===== config.mk =====
export PLATFORM = sky130hd
export DESIGN_NAME = dfa_lexical_tokenizer
export DESIGN_NICKNAME = d
export VERILOG_FILES = /design/src/hw/rtl/dlt_pkg.sv /design/src/hw/rtl/dlt_scanner.sv /design/src/hw/rtl/dfa_lexical_tokenizer.sv
export SDC_FILE = /design/constraint.sdc
export NUM_CORES = 1
export LEC_CHECK = 0
export ABC_AREA = 0
export CAP_MARGIN = 20
export CORE_MARGIN = 1.5
export CORE_UTILIZATION = 56
export DETAILED_ROUTE_END_ITERATION = 10
export DONT_BUFFER_PORTS = 1
export PLACE_DENSITY_LB_ADDON = 0.08
export SETUP_SLACK_MARGIN = 0.4
export SYNTH_ARGS = -nofsm -noshare
export SYNTH_HDL_FRONTEND = slang
export SYNTH_SLANG_ARGS = --single-unit

===== constraint.sdc =====
create_clock -name clk_i -period 2.77 [get_ports clk_i]
set_clock_uncertainty 0.15 [all_clocks]
set_input_delay 0.277 -clock clk_i [delete_from_list [all_inputs] [get_ports clk_i]]
set_output_delay 0.277 -clock clk_i [all_outputs]
set_load 0.02 [all_outputs]

===== src/hw/rtl/dlt_pkg.sv =====
// shared types, codes and character helpers for the dfa lexical tokenizer
package dlt_pkg;

  localparam int unsigned LENGTH_WIDTH_DEFAULT = 8;

  localparam logic [7:0] CHAR_END = "$";
  localparam logic [7:0] CHAR_DOT = ".";

  localparam logic [47:0] KW_IF     = 48'("if");
  localparam logic [47:0] KW_WHILE  = 48'("while");
  localparam logic [47:0] KW_RETURN = 48'("return");
  localparam logic [47:0] KW_ELSE   = 48'("else");
  localparam logic [47:0] KW_INT    = 48'("int");
  localparam logic [47:0] KW_FLOAT  = 48'("float");

  typedef enum logic [4:0] {
    KIND_IDENT  = 5'd0,
    KIND_INT    = 5'd1,
    KIND_REAL   = 5'd2,
    KIND_STRING = 5'd3,
    KIND_TYPE   = 5'd4,
    KIND_ADD    = 5'd5,
    KIND_MUL    = 5'd6,
    KIND_REL    = 5'd7,
    KIND_OR     = 5'd8,
    KIND_AND    = 5'd9,
    KIND_NOT    = 5'd10,
    KIND_EQUAL  = 5'd11,
    KIND_SEMI   = 5'd12,
    KIND_COMMA  = 5'd13,
    KIND_LPAREN = 5'd14,
    KIND_RPAREN = 5'd15,
    KIND_LBRACE = 5'd16,
    KIND_RBRACE = 5'd17,
    KIND_ASSIGN = 5'd18,
    KIND_IF     = 5'd19,
    KIND_WHILE  = 5'd20,
    KIND_RETURN = 5'd21,
    KIND_ELSE   = 5'd22,
    KIND_END    = 5'd23,
    KIND_ERROR  = 5'd24
  } token_kind_e;

  typedef enum logic [3:0] {
    ST_START = 4'd0,
    ST_IDENT = 4'd1,
    ST_INT   = 4'd2,
    ST_DOT   = 4'd3,
    ST_REAL  = 4'd4,
    ST_EQ    = 4'd5,
    ST_BANG  = 4'd6,
    ST_REL   = 4'd7,
    ST_AMP   = 4'd8,
    ST_BAR   = 4'd9
  } scan_state_e;

  typedef struct packed {
    logic [7:0] char_code;
    logic       end_of_input;
  } in_beat_t;

  typedef struct packed {
    logic [4:0] token_kind;
    logic [7:0] token_length;
    logic       last;
  } out_beat_t;

  typedef struct packed {
    logic [1:0] count;
    out_beat_t  tok0;
    out_beat_t  tok1;
  } scan_res_t;

  function automatic logic is_letter(logic [7:0] c);
    return (c inside {["a":"z"], ["A":"Z"]});
  endfunction

  function automatic logic is_digit(logic [7:0] c);
    return (c inside {["0":"9"]});
  endfunction

  function automatic logic is_space(logic [7:0] c);
    return (c inside {8'h20, 8'h09, 8'h0A, 8'h0D});
  endfunction

endpackage


===== src/hw/rtl/dlt_scanner.sv =====
// scanner state registers and per-byte transition with token classification
module dlt_scanner import dlt_pkg::*; #(
  parameter int unsigned LENGTH_WIDTH = LENGTH_WIDTH_DEFAULT
) (
  input  logic      clk_i,
  input  logic      rst_ni,
  input  logic      acc_i,
  input  in_beat_t  beat_i,
  output scan_res_t res_o
);

  localparam int unsigned WideW = LENGTH_WIDTH + 8;

  scan_state_e             st_q, st_d;
  logic [47:0]             pre_q, pre_d;
  logic [LENGTH_WIDTH-1:0] len_q, len_d;
  logic                    tl_q, tl_d;

  logic [LENGTH_WIDTH-1:0] len_inc;
  logic                    tl_add;
  logic [7:0]              c;
  logic                    is_end;

  function automatic logic [7:0] len_report(logic [LENGTH_WIDTH-1:0] len);
    logic [WideW-1:0] wide;
    wide = WideW'(len);
    return (wide > WideW'(255)) ? 8'hFF : wide[7:0];
  endfunction

  function automatic logic [4:0] ident_kind(logic [LENGTH_WIDTH-1:0] len,
                                            logic [47:0] pre, logic tl);
    logic [4:0] k;
    k = KIND_IDENT;
    if (!tl) begin
      if (len == LENGTH_WIDTH'(2) && pre == KW_IF) k = KIND_IF;
      else if (len == LENGTH_WIDTH'(5) && pre == KW_WHILE) k = KIND_WHILE;
      else if (len == LENGTH_WIDTH'(6) && pre == KW_RETURN) k = KIND_RETURN;
      else if (len == LENGTH_WIDTH'(4) && pre == KW_ELSE) k = KIND_ELSE;
      else if (len == LENGTH_WIDTH'(3) && pre == KW_INT) k = KIND_TYPE;
      else if (len == LENGTH_WIDTH'(5) && pre == KW_FLOAT) k = KIND_TYPE;
    end
    return k;
  endfunction

  assign is_end  = beat_i.end_of_input;
  assign c       = is_end ? CHAR_END : beat_i.char_code;
  assign len_inc = (len_q == '1) ? len_q : len_q + LENGTH_WIDTH'(1);
  assign tl_add  = tl_q | (len_q >= LENGTH_WIDTH'(6));

  always_comb begin
    logic       again;
    logic       a_v, b_v;
    logic [4:0] a_kind, b_kind;
    logic [7:0] a_len, b_len;
    logic       do_add, do_begin;

    st_d     = st_q;
    pre_d    = pre_q;
    len_d    = len_q;
    tl_d     = tl_q;
    again    = 1'b1;
    a_v      = 1'b0;
    b_v      = 1'b0;
    a_kind   = KIND_ERROR;
    b_kind   = KIND_ERROR;
    a_len    = 8'd1;
    b_len    = 8'd1;
    do_add   = 1'b0;
    do_begin = 1'b0;

    case (st_q)
      ST_IDENT: begin
        if (!is_end && (is_letter(c) || is_digit(c))) begin
          do_add = 1'b1;
          again  = 1'b0;
        end else begin
          a_v    = 1'b1;
          a_kind = ident_kind(len_q, pre_q, tl_q);
          a_len  = len_report(len_q);
        end
      end
      ST_INT: begin
        if (!is_end && is_digit(c)) begin
          do_add = 1'b1;
          again  = 1'b0;
        end else if (!is_end && c == CHAR_DOT) begin
          do_add = 1'b1;
          st_d   = ST_DOT;
          again  = 1'b0;
        end else begin
          a_v    = 1'b1;
          a_kind = KIND_INT;
          a_len  = len_report(len_q);
        end
      end
      ST_DOT: begin
        if (!is_end && is_digit(c)) begin
          do_add = 1'b1;
          st_d   = ST_REAL;
          again  = 1'b0;
        end else if (is_end) begin
          a_v    = 1'b1;
          a_kind = KIND_ERROR;
          a_len  = len_report(len_q);
        end else begin
          // bad byte after the dot is swallowed into the error token
          do_add = 1'b1;
          a_v    = 1'b1;
          a_kind = KIND_ERROR;
          a_len  = len_report(len_inc);
          st_d   = ST_START;
          again  = 1'b0;
        end
      end
      ST_REAL: begin
        if (!is_end && is_digit(c)) begin
          do_add = 1'b1;
          again  = 1'b0;
        end else begin
          a_v    = 1'b1;
          a_kind = KIND_REAL;
          a_len  = len_report(len_q);
        end
      end
      ST_EQ, ST_BANG, ST_REL: begin
        a_v = 1'b1;
        if (c == "=") begin
          a_kind = (st_q == ST_REL) ? KIND_REL : KIND_EQUAL;
          a_len  = 8'd2;
          st_d   = ST_START;
          again  = 1'b0;
        end else begin
          a_len = 8'd1;
          if (st_q == ST_EQ) a_kind = KIND_ASSIGN;
          else if (st_q == ST_BANG) a_kind = KIND_NOT;
          else a_kind = KIND_REL;
        end
      end
      ST_AMP, ST_BAR: begin
        a_v = 1'b1;
        if ((st_q == ST_AMP && c == "&") || (st_q == ST_BAR && c == "|")) begin
          a_kind = (st_q == ST_AMP) ? KIND_AND : KIND_OR;
          a_len  = 8'd2;
          st_d   = ST_START;
          again  = 1'b0;
        end else begin
          a_kind = KIND_ERROR;
          a_len  = 8'd1;
        end
      end
      default: ;
    endcase

    if (again) begin
      st_d = ST_START;
      if (is_end) begin
        b_v    = 1'b1;
        b_kind = KIND_END;
        b_len  = 8'd0;
      end else if (is_space(c)) begin
        b_v = 1'b0;
      end else if (is_letter(c)) begin
        do_begin = 1'b1;
        st_d     = ST_IDENT;
      end else if (is_digit(c)) begin
        do_begin = 1'b1;
        st_d     = ST_INT;
      end else begin
        b_v   = 1'b1;
        b_len = 8'd1;
        case (c)
          "+", "-": b_kind = KIND_ADD;
          "*", "/": b_kind = KIND_MUL;
          ";":      b_kind = KIND_SEMI;
          ",":      b_kind = KIND_COMMA;
          "(":      b_kind = KIND_LPAREN;
          ")":      b_kind = KIND_RPAREN;
          "{":      b_kind = KIND_LBRACE;
          "}":      b_kind = KIND_RBRACE;
          "$":      b_kind = KIND_END;
          "=": begin
            b_v  = 1'b0;
            st_d = ST_EQ;
          end
          "!": begin
            b_v  = 1'b0;
            st_d = ST_BANG;
          end
          "<", ">": begin
            b_v  = 1'b0;
            st_d = ST_REL;
          end
          "&": begin
            b_v  = 1'b0;
            st_d = ST_AMP;
          end
          "|": begin
            b_v  = 1'b0;
            st_d = ST_BAR;
          end
          default: b_kind = KIND_ERROR;
        endcase
      end
    end

    if (do_begin) begin
      len_d = LENGTH_WIDTH'(1);
      pre_d = {40'd0, c};
      tl_d  = 1'b0;
    end else if (do_add) begin
      len_d = len_inc;
      pre_d = {pre_q[39:0], c};
      tl_d  = tl_add;
    end

    res_o.count = {1'b0, a_v} + {1'b0, b_v};
    if (a_v) begin
      res_o.tok0 = '{token_kind: a_kind, token_length: a_len, last: !b_v};
    end else begin
      res_o.tok0 = '{token_kind: b_kind, token_length: b_len, last: 1'b1};
    end
    res_o.tok1 = '{token_kind: b_kind, token_length: b_len, last: 1'b1};
  end

  always_ff @(posedge clk_i or negedge rst_ni) begin
    if (!rst_ni) begin
      st_q  <= ST_START;
      pre_q <= '0;
      len_q <= '0;
      tl_q  <= 1'b0;
    end else if (acc_i) begin
      st_q  <= st_d;
      pre_q <= pre_d;
      len_q <= len_d;
      tl_q  <= tl_d;
    end
  end

endmodule


===== src/hw/rtl/dfa_lexical_tokenizer.sv =====
// the first token beat of a byte shows in the cycle after the byte beat is accepted
// throughput: one byte beat per cycle while each byte gives at most one token
// and the sink does not stall; a byte giving two tokens holds input until the
// two-entry result buffer drains, as it must before the next byte is taken
// reset: scanner returns to its start state and the result buffer empties
module dfa_lexical_tokenizer import dlt_pkg::*; #(
  parameter int unsigned LENGTH_WIDTH = LENGTH_WIDTH_DEFAULT
) (
  input  logic      clk_i,
  input  logic      rst_ni,
  input  logic      in_valid_i,
  output logic      in_stall_o,
  input  in_beat_t  in_data_i,
  output logic      out_valid_o,
  input  logic      out_stall_i,
  output out_beat_t out_data_o
);

  scan_res_t  res;
  logic [1:0] cnt_q, cnt_d;
  out_beat_t  slot0_q, slot0_d;
  out_beat_t  slot1_q, slot1_d;
  logic       pop;
  logic       acc;
  logic [1:0] cnt_left;

  assign pop        = (cnt_q != 2'd0) && !out_stall_i;
  assign cnt_left   = cnt_q - {1'b0, pop};
  assign in_stall_o = (cnt_left != 2'd0);
  assign acc        = in_valid_i && !in_stall_o;

  dlt_scanner #(
    .LENGTH_WIDTH(LENGTH_WIDTH)
  ) u_scanner (
    .clk_i (clk_i),
    .rst_ni(rst_ni),
    .acc_i (acc),
    .beat_i(in_data_i),
    .res_o (res)
  );

  always_comb begin
    cnt_d   = cnt_left;
    slot0_d = slot0_q;
    slot1_d = slot1_q;
    if (acc) begin
      cnt_d   = res.count;
      slot0_d = res.tok0;
      slot1_d = res.tok1;
    end else if (pop) begin
      slot0_d = slot1_q;
    end
  end

  always_ff @(posedge clk_i or negedge rst_ni) begin
    if (!rst_ni) begin
      cnt_q <= 2'd0;
    end else begin
      cnt_q <= cnt_d;
    end
  end

  always_ff @(posedge clk_i) begin
    slot0_q <= slot0_d;
    slot1_q <= slot1_d;
  end

  assign out_valid_o = (cnt_q != 2'd0);
  assign out_data_o  = slot0_q;

endmodule

==> After elaboration in Yosys (flattened, before gate mapping) <==
Index checks and enable logic that the tools add are counted.
{ "classes": {"eq_ne": 48, "n_bitwise": 1, "n_addsub": 3, "order_cmp": 7, "n_reduce_logical": 39, "n_mux": 88} }
{ "ops": {"columns": ["cell", "count"], "rows": [
  ["equality test 8 x 6 -> 1 bit, second input constant", 16],
  ["equality test 48 x 39 -> 1 bit, second input constant", 2],
  ["two-way mux 48 bit", 2],
  ["two-way mux 5 bit", 18],
  ["two-way mux 8 bit", 11],
  ["two-way mux 4 bit", 13],
  ["equality test 48 x 15 -> 1 bit, second input constant", 1],
  ["equality test 48 x 23 -> 1 bit, second input constant", 1],
  ["equality test 48 x 31 -> 1 bit, second input constant", 1],
  ["equality test 48 x 47 -> 1 bit, second input constant", 1],
  ["case mux 8 bit (6 select lines)", 1],
  ["case mux 5 bit (9 select lines)", 1],
  ["two-way mux 14 bit", 3],
  ["two-way mux 1 bit", 29],
  ["case mux 5 bit (5 select lines)", 1],
  ["equality test 8 x 3 -> 1 bit, second input constant", 3],
  ["equality test 8 x 4 -> 1 bit, second input constant", 3],
  ["equality test 8 x 7 -> 1 bit, second input constant", 3],
  ["case mux 4 bit (5 select lines)", 1],
  ["equality test 4 x 3 -> 1 bit, second input constant", 4],
  ["equality test 8 x 2 -> 1 bit, second input constant", 2],
  ["greater-or-equal comparator 8 x 7 -> 1 bit, second input constant", 2],
  ["less-or-equal comparator 8 x 7 -> 1 bit, second input constant", 2],
  ["logical AND 1 bit", 16],
  ["other kinds (30)", 49]
]} }
{ "totals": {"register_bits": 90, "out_inout_bits": 16} }

==> Depth between registers and ports, before layout <==
Gate-level depths: netlist of the first run.
{ "depth": {"word_depth": 13, "ltp_mapped": 14} }

==> By module <==
Synthesis of the first run repeated with hierarchy kept, for this count alone.
{ "unflattened": {"hier_cells": 661, "area_unflattened_um2": 5760.5} }
{ "modules_own_cells": {"columns": ["mod", "area_per_inst_um2", "instances", "seq_area_each_um2", "cells_each"], "rows": [
  ["dlt_scanner", 4569.4, 1, 1526.5, 601],
  ["dfa_lexical_tokenizer", 1191.1, 1, 890.9, 60]
]} }

==> Worst setup path before layout of the first run <==
Ideal clock, no wire load.
{ "synth_timing": {"path_type": "input to register", "from": "in in_data_i[0] in the netlist's numbering", "to": "reg u_scanner.st_q[2]", "arrival_time_ns": 2.780, "slack_ns": -0.284, "path_stages": 9, "setup_time_ns": 0.125, "n_path_buf": 2, "required_ns": 2.495, "path_cell_list": "clkbuf_1 or3b_2 nor4_4 a211oi_1 or3_4 or2_1 buf_2 o311ai_4 mux2_2"} }
{ "synth_between": {"elab_chain_cells": 10, "elab_cells_between_ends": 56} }
{ "synth_rtl": {"columns": ["element", "line", "source"], "rows": [
  ["start, declared", "dfa_lexical_tokenizer.sv:13", "input in_beat_t in_data_i,"],
  ["two-way mux 8 bit", "dlt_scanner.sv:46", "assign c = is_end ? CHAR_END : beat_i.char_code;"],
  ["greater-or-equal comparator 8 x 7 -> 1 bit / less-or-equal comparator 8 x 7 -> 1 bit (equally long branches)", "dlt_pkg.sv:75", "return (c inside {[\"a\":\"z\"], [\"A\":\"Z\"]});"],
  ["logical AND 1 bit", "dlt_pkg.sv:75", null],
  ["nonzero test 2 bit", "dlt_pkg.sv:75", null],
  ["logical OR 1 bit", "dlt_scanner.sv:73", "if (!is_end && (is_letter(c) || is_digit(c))) begin"],
  ["logical AND 1 bit", "dlt_scanner.sv:73", null],
  ["two-way mux 1 bit", "dlt_scanner.sv:73", null],
  ["case mux 1 bit (6 select lines)", "dlt_scanner.sv:71", "case (st_q)"],
  ["!= test 4 x 2 -> 1 bit (no source line), or another cell as far along", null, null],
  ["AND reduction 7 bit (no source line)", null, null],
  ["end signal, assigned", "dlt_scanner.sv:232", "st_q <= st_d;"],
  ["end, declared", "dlt_scanner.sv:14", "scan_state_e st_q, st_d;"]
]} }
Several ways; a longest one is shown, not always the timed one.
A chain may end at the register's enable or synchronous reset.

==> metrics.md, run 1 <==
| Metric | Value |
|---|---|
| Post-Synthesis Mean Instance Area | `8.407 um^2` |
| Largest net degree at the start of global routing | `64` |
| R2R cell count | `8` |
| CP Capture Type | `register` |
| Worst-Skew Late Latency | `380 ps` |
| Slew @ Worst Pin | `about 690 ps` |
| Initial Util | `57.22%` |
| Antenna viol nets, final | `0` |
| Post-synth ARST share | `75.90%` |
| Area Overhead vs Synth | `53.37%` |
| Tightest Hold Check Type | `in2reg` |
| Register area | `0.002183 mm^2` |
| Total Routing Usage GR | `between 30% and 40%` |
| Worst-case clock buffer depth | `2` |
| Post-synthesis sequential area ratio | `41.57%` |
| Wire length per cell | `25.51 um` |
| WHS | `around 6.5 ps` |
| Synthesized instance count | `623` |
| Max-Cap Viols | `0` |
| Max Slew Vio Count | `0` |
| Post-Syn Area | `0.005238 mm^2` |
| GPL Wtd Cong | `1.001` |
| Htree depth | `3` |
| Cell chain of the critical path | `or4_1, nor3_2, nand4_1, nor4_4, buf_4, nor4_1, o31a_1, a221oi_2` |
| Port Buffers | `0` |
| CP Class | `reg2reg` |
| Vias/cell | `about 7.2` |
| TNS Setup | `-528.0 ps` |
| Die X | `99.71 um` |
| Yosys reg bits | `83` |
| Root buffer cell | `clkbuf_8` |
| Global-route wire length before repair | `between 20 and 30 mm` |
| Area leader, netlist | `dfrtp_1` |
| Critical Path AT | `2990 ps` |
| Fillers | `419` |
| Final Hold Viols | `0` |
| Pwr/cell area | `666.6 mW/mm^2` |
| Worst-path maximum fanout | `4` |
| Synth unique cells | `73` |
| RSZ-0062 raised after global routing | `yes` |
| Drt total wl | `21.89 mm` |
| FF-to-FF setup slack | `-180 ps` |
| Top-area cell type share of the netlist area | `30.10%` |
| Vias in the first global route | `5453` |
| Final Net Count | `~760` |
| CP startpoint kind | `register` |
| Antenna violations before repair | `0` |
| Chip height | `99.71 um` |
| TritonRoute pass-1 iters | `9` |
| Min Tclk post-route | `2945 ps` |
| Yosys warnings | `0` |
| Status | `finished with violations` |
| Die ar. | `0.009942 mm^2` |
| Routed vias | `6143` |
| Worst Path Required | `2820 ps` |
| Slew margin rel. | `53.49%` |
| Floorplan row count | `35` |
| Syn_nets | `about 640` |
| Antenna Cells | `0` |
| Share of cells above drive strength 1 | `between 40 and 50%` |
| Clk sink count | `83` |
| Final setup margin | `-175.2 ps` |
| Hold Crit Depth | `2` |
| P_leak | `3.451 nW` |
| CTS tree | `built` |
| Slowest cell on the critical path | `or4_1` |
| CP max stage delay | `600 ps` |
| Worst IR Drop VDD | `a little over 0.0004 V` |
| Post-synth EDFFs | `20` |
| Setup violators final | `5` |
| Peak Freq | `about 0.34 GHz` |
| Multi-input gate area | `about 0.0039 mm^2` |
| Detail Placement HPWL | `11.35 mm` |
| Post-synth top flop | `dfrtp_1` |
| Clock buffer count from CTS | `9` |
| Core area | `~0.009 mm^2` |
| Drt drc | `0` |
| Final Cycle Share | `106.3%` |
| Global route overflow | `0` |
| Synth area leaders | `dfrtp_1 30%, edfxtp_1 11%, nand2_1 8.9%, o21ai_0 5.4%, nor2_1 2.9%` |
| Initial DRC Count | `approximately 830` |
| Failing checks | `setup timing` |
| I/O pins | `29` |
| Clock transition at path regs | `100 ps` |
[what timing repair did]
action / in CTS / in global routing
gates cloned: 12 / 0
setup endpoints to repair: 83 / 87
gates resized for setup: 177 / 140
pin swaps: 62 / 52
setup buffers: 29 / 22
hold buffers: 7 / 3
endpoints found under the hold margin: 69 / 2
[sequential cells by signal (all words and copies together) (netlist names)]
name and count:
u_scanner.pre_q 48, out_data_o 14, u_scanner.len_q 8, slot1_q 6, u_scanner.st_q 4, cnt_q 2, u_scanner.tl_q 1
[cell type report]
cell class | count | share of cell area (%)
multi-input cells | 484 | 48.02
well taps | 111 | 1.729
flip-flops and latches | 83 | 27.18
clock buffers | 10 | 1.589
repair buffers | 149 | 20.06
clock inverters | 6 | 0.6231
inverters | 15 | 0.7944
[cell usage in the layout, fill, tap and decap left out, types with 6 or more instances in the layout]
| cell | count |
|---|---|
| inv_1 | 14 |
| a21oi_1 | 16 |
| clkbuf_8 | 9 |
| edfxtp_1 | 20 |
| nand2_1 | 60 |
| o21ai_0 | 13 |
| buf_6 | 22 |
| nand4b_1 | 7 |
| nand2b_1 | 10 |
| nand4_1 | 9 |
| o21ai_1 | 15 |
| buf_16 | 12 |
| nand2_4 | 31 |
| nor2_1 | 31 |
| nor2b_1 | 9 |
| nor3_1 | 19 |
| o21ai_2 | 28 |
| nand3_1 | 17 |
| nand2_2 | 33 |
| nor4bb_1 | 6 |
| nor4_1 | 9 |
| buf_4 | 93 |
| buf_12 | 10 |
| mux2_4 | 6 |
| dlygate4sd3_1 | 9 |
| dfrtp_1 | 58 |
[kinds of logic (layout without fill, tap and decap cells)]
family          count (synthesis)  after routing  synth area share [%]
compound gates                142            142                 17.54
xor+xnor                        4              4                0.6690
fa+ha+maj                       7              7                 1.624
buf+inv                        57            180                 4.324
flops                          83             83                 41.57
mux                            10             10                 2.054
simple gates                  320            321                 32.23
[layer usage]
layer  GRT usage, %  vias to the layer above  wire length (um)
met1          55.59                     2924              8334
li1               -                     2549                 -
met2          59.65                      506              9981
met5              0                        -                 0
met4          12.03                        0              1351
met3          7.098                      164              2222
[worst paths after layout]
path	startpoint	end
max in group asynchronous	rst_ni	u_scanner.st_q[2]
max	u_scanner.pre_q[29]	out_data_o[13]
min	in_data_i[0]	slot1_q[9]
min reg2reg	u_scanner.pre_q[7]	u_scanner.pre_q[15]
min in group asynchronous	rst_ni	u_scanner.pre_q[40]
max reg2reg	u_scanner.pre_q[29]	out_data_o[13]
[stage by stage]
step                      worst slack [ps]  cell area, um^2  power, W  instances  utilization (%)
after global routing                -159.5             8033  0.005543        858            87.76
after global placement              -110.6             5878  0.003431        769            64.22
after CTS                            121.3             7231  0.004759        833            79.00
after floorplan                     -113.5             5373  0.002912        623                -
after detailed placement            -113.9             5878  0.003468        769            64.22
final                               -175.2             8033  0.005355        858            87.76
[power breakdown]
group,leakage (nW),switching (W),internal (W)
clock network,0.0888,0.000502,0.000337
logic,2.32,0.00140,0.00125
registers,1.04,0.000314,0.00155
total,3.45,0.00222,0.00313
[critical path, delay by kind of cell, from the launching register on]
kind	cells	cell delay (ps)
compound gates	2	550
simple gates	5	1400
buf+inv	1	170
flops	1	490
[cell usage after synthesis, types with 3 or more instances]
| library cell | number |
|---|---|
| o22ai_1 | 7 |
| nand4b_1 | 7 |
| inv_1 | 15 |
| nor2_1 | 40 |
| a31oi_1 | 6 |
| mux2_2 | 4 |
| nand3_1 | 20 |
| a311oi_1 | 5 |
| nor3_1 | 23 |
| and4b_1 | 3 |
| nor4bb_1 | 6 |
| a21oi_1 | 22 |
| ha_1 | 6 |
| a211oi_1 | 6 |
| a21o_1 | 4 |
| dfrtp_1 | 63 |
| a221o_1 | 3 |
| mux2i_1 | 4 |
| a221oi_1 | 4 |
| nand2_1 | 124 |
| and2_1 | 3 |
| and3_1 | 10 |
| edfxtp_1 | 20 |
| nor4_1 | 18 |
| o31ai_1 | 3 |
| clkbuf_1 | 38 |
| and4_1 | 3 |
| nand3b_1 | 3 |
| or3_1 | 7 |
| nand2b_1 | 10 |
| o32ai_1 | 3 |
| nor4b_1 | 4 |
| nand4_1 | 9 |
| xnor2_1 | 3 |
| or4_1 | 4 |
| o21ai_0 | 57 |
| nor2b_1 | 9 |
(Power assumes the default switching activity.)
==> run 2: changes to the inputs <==
- GPL_TIMING_DRIVEN: not set -> 0
- PLACE_DENSITY: not set -> 0.74
- PLACE_DENSITY_LB_ADDON: 0.08 -> not set
==> run 2 against run 1 <==
The run ends with hold timing, setup timing left; largest power group unchanged; die area is the same; sequential share of layout area grew 0.31 points; flip-flop and latch count is the same; worst setup slack better by 33 ps; sequential power rose by 3%; hold slack worse by 10 ps; global-route usage is 2.2 points lower; routed wire length up 2.6%; utilization fell by 1.1 points; clock power is 20% higher.
==> metrics.md, run 2 (synthesis gave the netlist of run 1 again) <==
| Metric | Value |
|---|---|
| Placed inst area | `0.005519 mm^2 (was 0.005878 mm^2)` |
| Root buffer cell | `clkbuf_8 (unchanged)` |
| I/O pins | `29 (unchanged)` |
| Share of cells above drive strength 1 | `44.37% (was 46.72%)` |
| Total Routing Usage GR | `36.53% (was 38.76%)` |
| Largest Register | `u_scanner.pre_q (unchanged)` |
| Final setup margin | `-142.3 ps (was -175.2 ps)` |
| Global-route wire length before repair | `27.85 mm (was 29.55 mm)` |
| Clock transition at path regs | `100 ps (about the same)` |
| Final Cycle Share | `105.1% (was 106.3%)` |
| Vias/cell | `7.348 (was 7.160)` |
| Slew @ Worst Pin | `1001 ps (was 693.5 ps)` |
| Initial DRC Count | `901 (was 826)` |
| Max reg flops | `48 (unchanged)` |
| Switching share of total power | `41.57% (was 41.47%)` |
| Slew margin rel. | `32.97% (was 53.49%)` |
| Largest net degree at the start of global routing | `64 (unchanged)` |
| Worst IR Drop VDD | `0.0005124 V (was 0.0004101 V)` |
| Die X | `99.71 um (unchanged)` |
| Commonest non-fill, non-tap cell in the layout | `nand2_1 (was buf_4)` |
| Worst-path maximum fanout | `4 (unchanged)` |
| Switch Pwr | `0.002406 W (was 0.002221 W)` |
| Flop pwr share | `33.1% (was 34.8%)` |
| Global route overflow | `0 (unchanged)` |
| Die ar. | `0.009942 mm^2 (unchanged)` |
| Chip height | `99.71 um (unchanged)` |
| Setup violators final | `6 (was 5)` |
| Worst Path Required | `2740 ps (was 2820 ps)` |
| Area Overhead vs Synth | `51.53% (was 53.37%)` |
| GPL Wtd Cong | `0.9418 (was 1.001)` |
| CTS tree | `built (unchanged)` |
| Fillers | `406 (was 419)` |
| Initial Util | `57.22% (unchanged)` |
| Worst-Skew Late Latency | `390 ps (was 380 ps)` |
| Tightest Hold Check Type | `in2reg (unchanged)` |
| Clock share of power | `17.4% (was 15.7%)` |
| Max-Cap Viols | `0 (unchanged)` |
| CP startpoint kind | `register (unchanged)` |
| Final Hold Viols | `1 (was 0)` |
| P_leak | `3.226 nW (was 3.451 nW)` |
| Routed vias | `6172 (was 6143)` |
| Vias in the first global route | `5159 (was 5453)` |
| Most frequent cells in the layout | `75 x nand2_1, 59 x dfrtp_1, 52 x buf_4, 33 x nand2_4, 32 x o21ai_2 (was 93 x buf_4, 60 x nand2_1, 58 x dfrtp_1, 33 x nand2_2)` |
| RSZ-0062 raised after global routing | `yes (unchanged)` |
| Htree depth | `3 (unchanged)` |
| WHS | `-3.792 ps (was 6.494 ps)` |
| Cell chain of the critical path | `or2_2, nor4_1, nand4_1, nor4_4, nand2b_1, a2bb2oi_2, a221o_1 (was or4_1, nor3_2, nand4_1, nor4_4, buf_4, nor4_1, o31a_1, a221oi_2)` |
| Min Tclk post-route | `2912 ps (was 2945 ps)` |
| Wire length per cell | `26.74 um (was 25.51 um)` |
| Status | `finished with violations (unchanged)` |
| CP Capture Type | `register (unchanged)` |
| Clk sink count | `83 (unchanged)` |
| DP Worst Slack | `-718.8 ps (was -113.9 ps)` |
| Failing checks | `hold timing, setup timing (was setup timing)` |
| Critical Path AT | `2890 ps (was 2990 ps)` |
| Antenna violations before repair | `0 (unchanged)` |
| Pwr/cell area | `729.2 mW/mm^2 (was 666.6 mW/mm^2)` |
| Peak Freq | `0.3434 GHz (was 0.3395 GHz)` |
| CP max stage delay | `430 ps (was 600 ps)` |
| Clock buffer count from CTS | `9 (unchanged)` |
| TritonRoute pass-1 iters | `9 (unchanged)` |
| Detail Placement HPWL | `11.21 mm (was 11.35 mm)` |
| Max Slew Vio Count | `0 (unchanged)` |
| Final Net Count | `742 (was 761)` |
| Worst-case clock buffer depth | `2 (unchanged)` |
| Drt drc | `0 (unchanged)` |
| Gate power share | `49.5% (about the same)` |
| Drt total wl | `22.46 mm (was 21.89 mm)` |
| Core area | `0.009153 mm^2 (unchanged)` |
| Floorplan row count | `35 (unchanged)` |
| Int Pwr | `0.003382 W (was 0.003134 W)` |
| CP Class | `reg2reg (unchanged)` |
| Final Cell Area | `0.007936 mm^2 (was 0.008033 mm^2)` |
| Antenna viol nets, final | `0 (unchanged)` |
| Slowest cell on the critical path | `dfrtp_1 (was or4_1)` |
| Port Buffers | `0 (unchanged)` |
run 2: worst paths after layout:
check	startpoint	end	slack [ps]	depth (start not counted)
max	u_scanner.pre_q[35]	out_data_o[11]	-140	7
min	in_data_i[4]	u_scanner.pre_q[3]	-4	2
max reg2reg	u_scanner.pre_q[35]	out_data_o[11]	-140	7
min reg2reg	slot1_q[11]	out_data_o[11]	430	1
max in group asynchronous	rst_ni	u_scanner.st_q[3]	1890	2
min in group asynchronous	rst_ni	u_scanner.pre_q[34]	280	2
run 2: cell type report:
| cell class | count | area [um^2] | area share (%) |
|---|---|---|---|
| flip-flops and latches | 83 | 2182 | 27.49 |
| inverters | 15 | 61.31 | 0.7725 |
| clock inverters | 5 | 66.31 | 0.8356 |
| well taps | 111 | 138.9 | 1.750 |
| clock buffers | 11 | 152.6 | 1.923 |
| plain buffers | 42 | 533.0 | 6.716 |
| diodes | 1 | 2.502 | 0.03153 |
| multi-input cells | 483 | 3887 | 48.98 |
| repair buffers | 89 | 912.1 | 11.49 |
run 2: through the flow:
step	instances	util, %	hold slack [ps]	power (W)	TNS, ps
floorplan	623	-	-168.6	0.002912	-557.4
global placement	734	60.22	-167.3	0.003253	-23590
detailed placement	735	60.30	-167.3	0.003294	-24980
CTS	806	76.25	0.7203	0.004923	0
global route	839	86.68	9.328	0.005919	-904.9
finish	840	86.71	-3.792	0.005788	-251.8
run 2: repair_timing:
item                                    in CTS  in global routing
hold buffers                                 4                  0
setup buffers                               44                 32
endpoints found under the hold margin       65                  0
gates resized for setup                    213                181
pin swaps                                   52                 50
gates cloned                                 7                  1
endpoints found under the setup margin      85                 85
run 2: routing by layer:
layer | share of wire [%] | vias up | track usage [%] | wire length (um)
met3 | 12 | 196 | 9.065 | 2791
li1 | - | 2515 | - | -
met1 | 37 | 2905 | 50.93 | 8374
met5 | 0 | - | 0 | 0
met4 | 7.1 | 0 | 13.54 | 1591
met2 | 43 | 556 | 55.21 | 9702
run 2: critical path: cells and delay by family (launching register included):
kind	cells	cell delay, ps
AOI/OAI and AO/OA	2	400
DFF	1	430
and+or+nand+nor	5	1670
run 2: power groups by stage:
stage | clock network [W] | logic (W) | registers, W
floorplan | 0 | 0.00111 | 0.00180
global placement | 0 | 0.00138 | 0.00187
detailed placement | 0 | 0.00142 | 0.00187
CTS | 0.000974 | 0.00208 | 0.00186
global route | 0.00103 | 0.00295 | 0.00193
finish | 0.00101 | 0.00286 | 0.00192
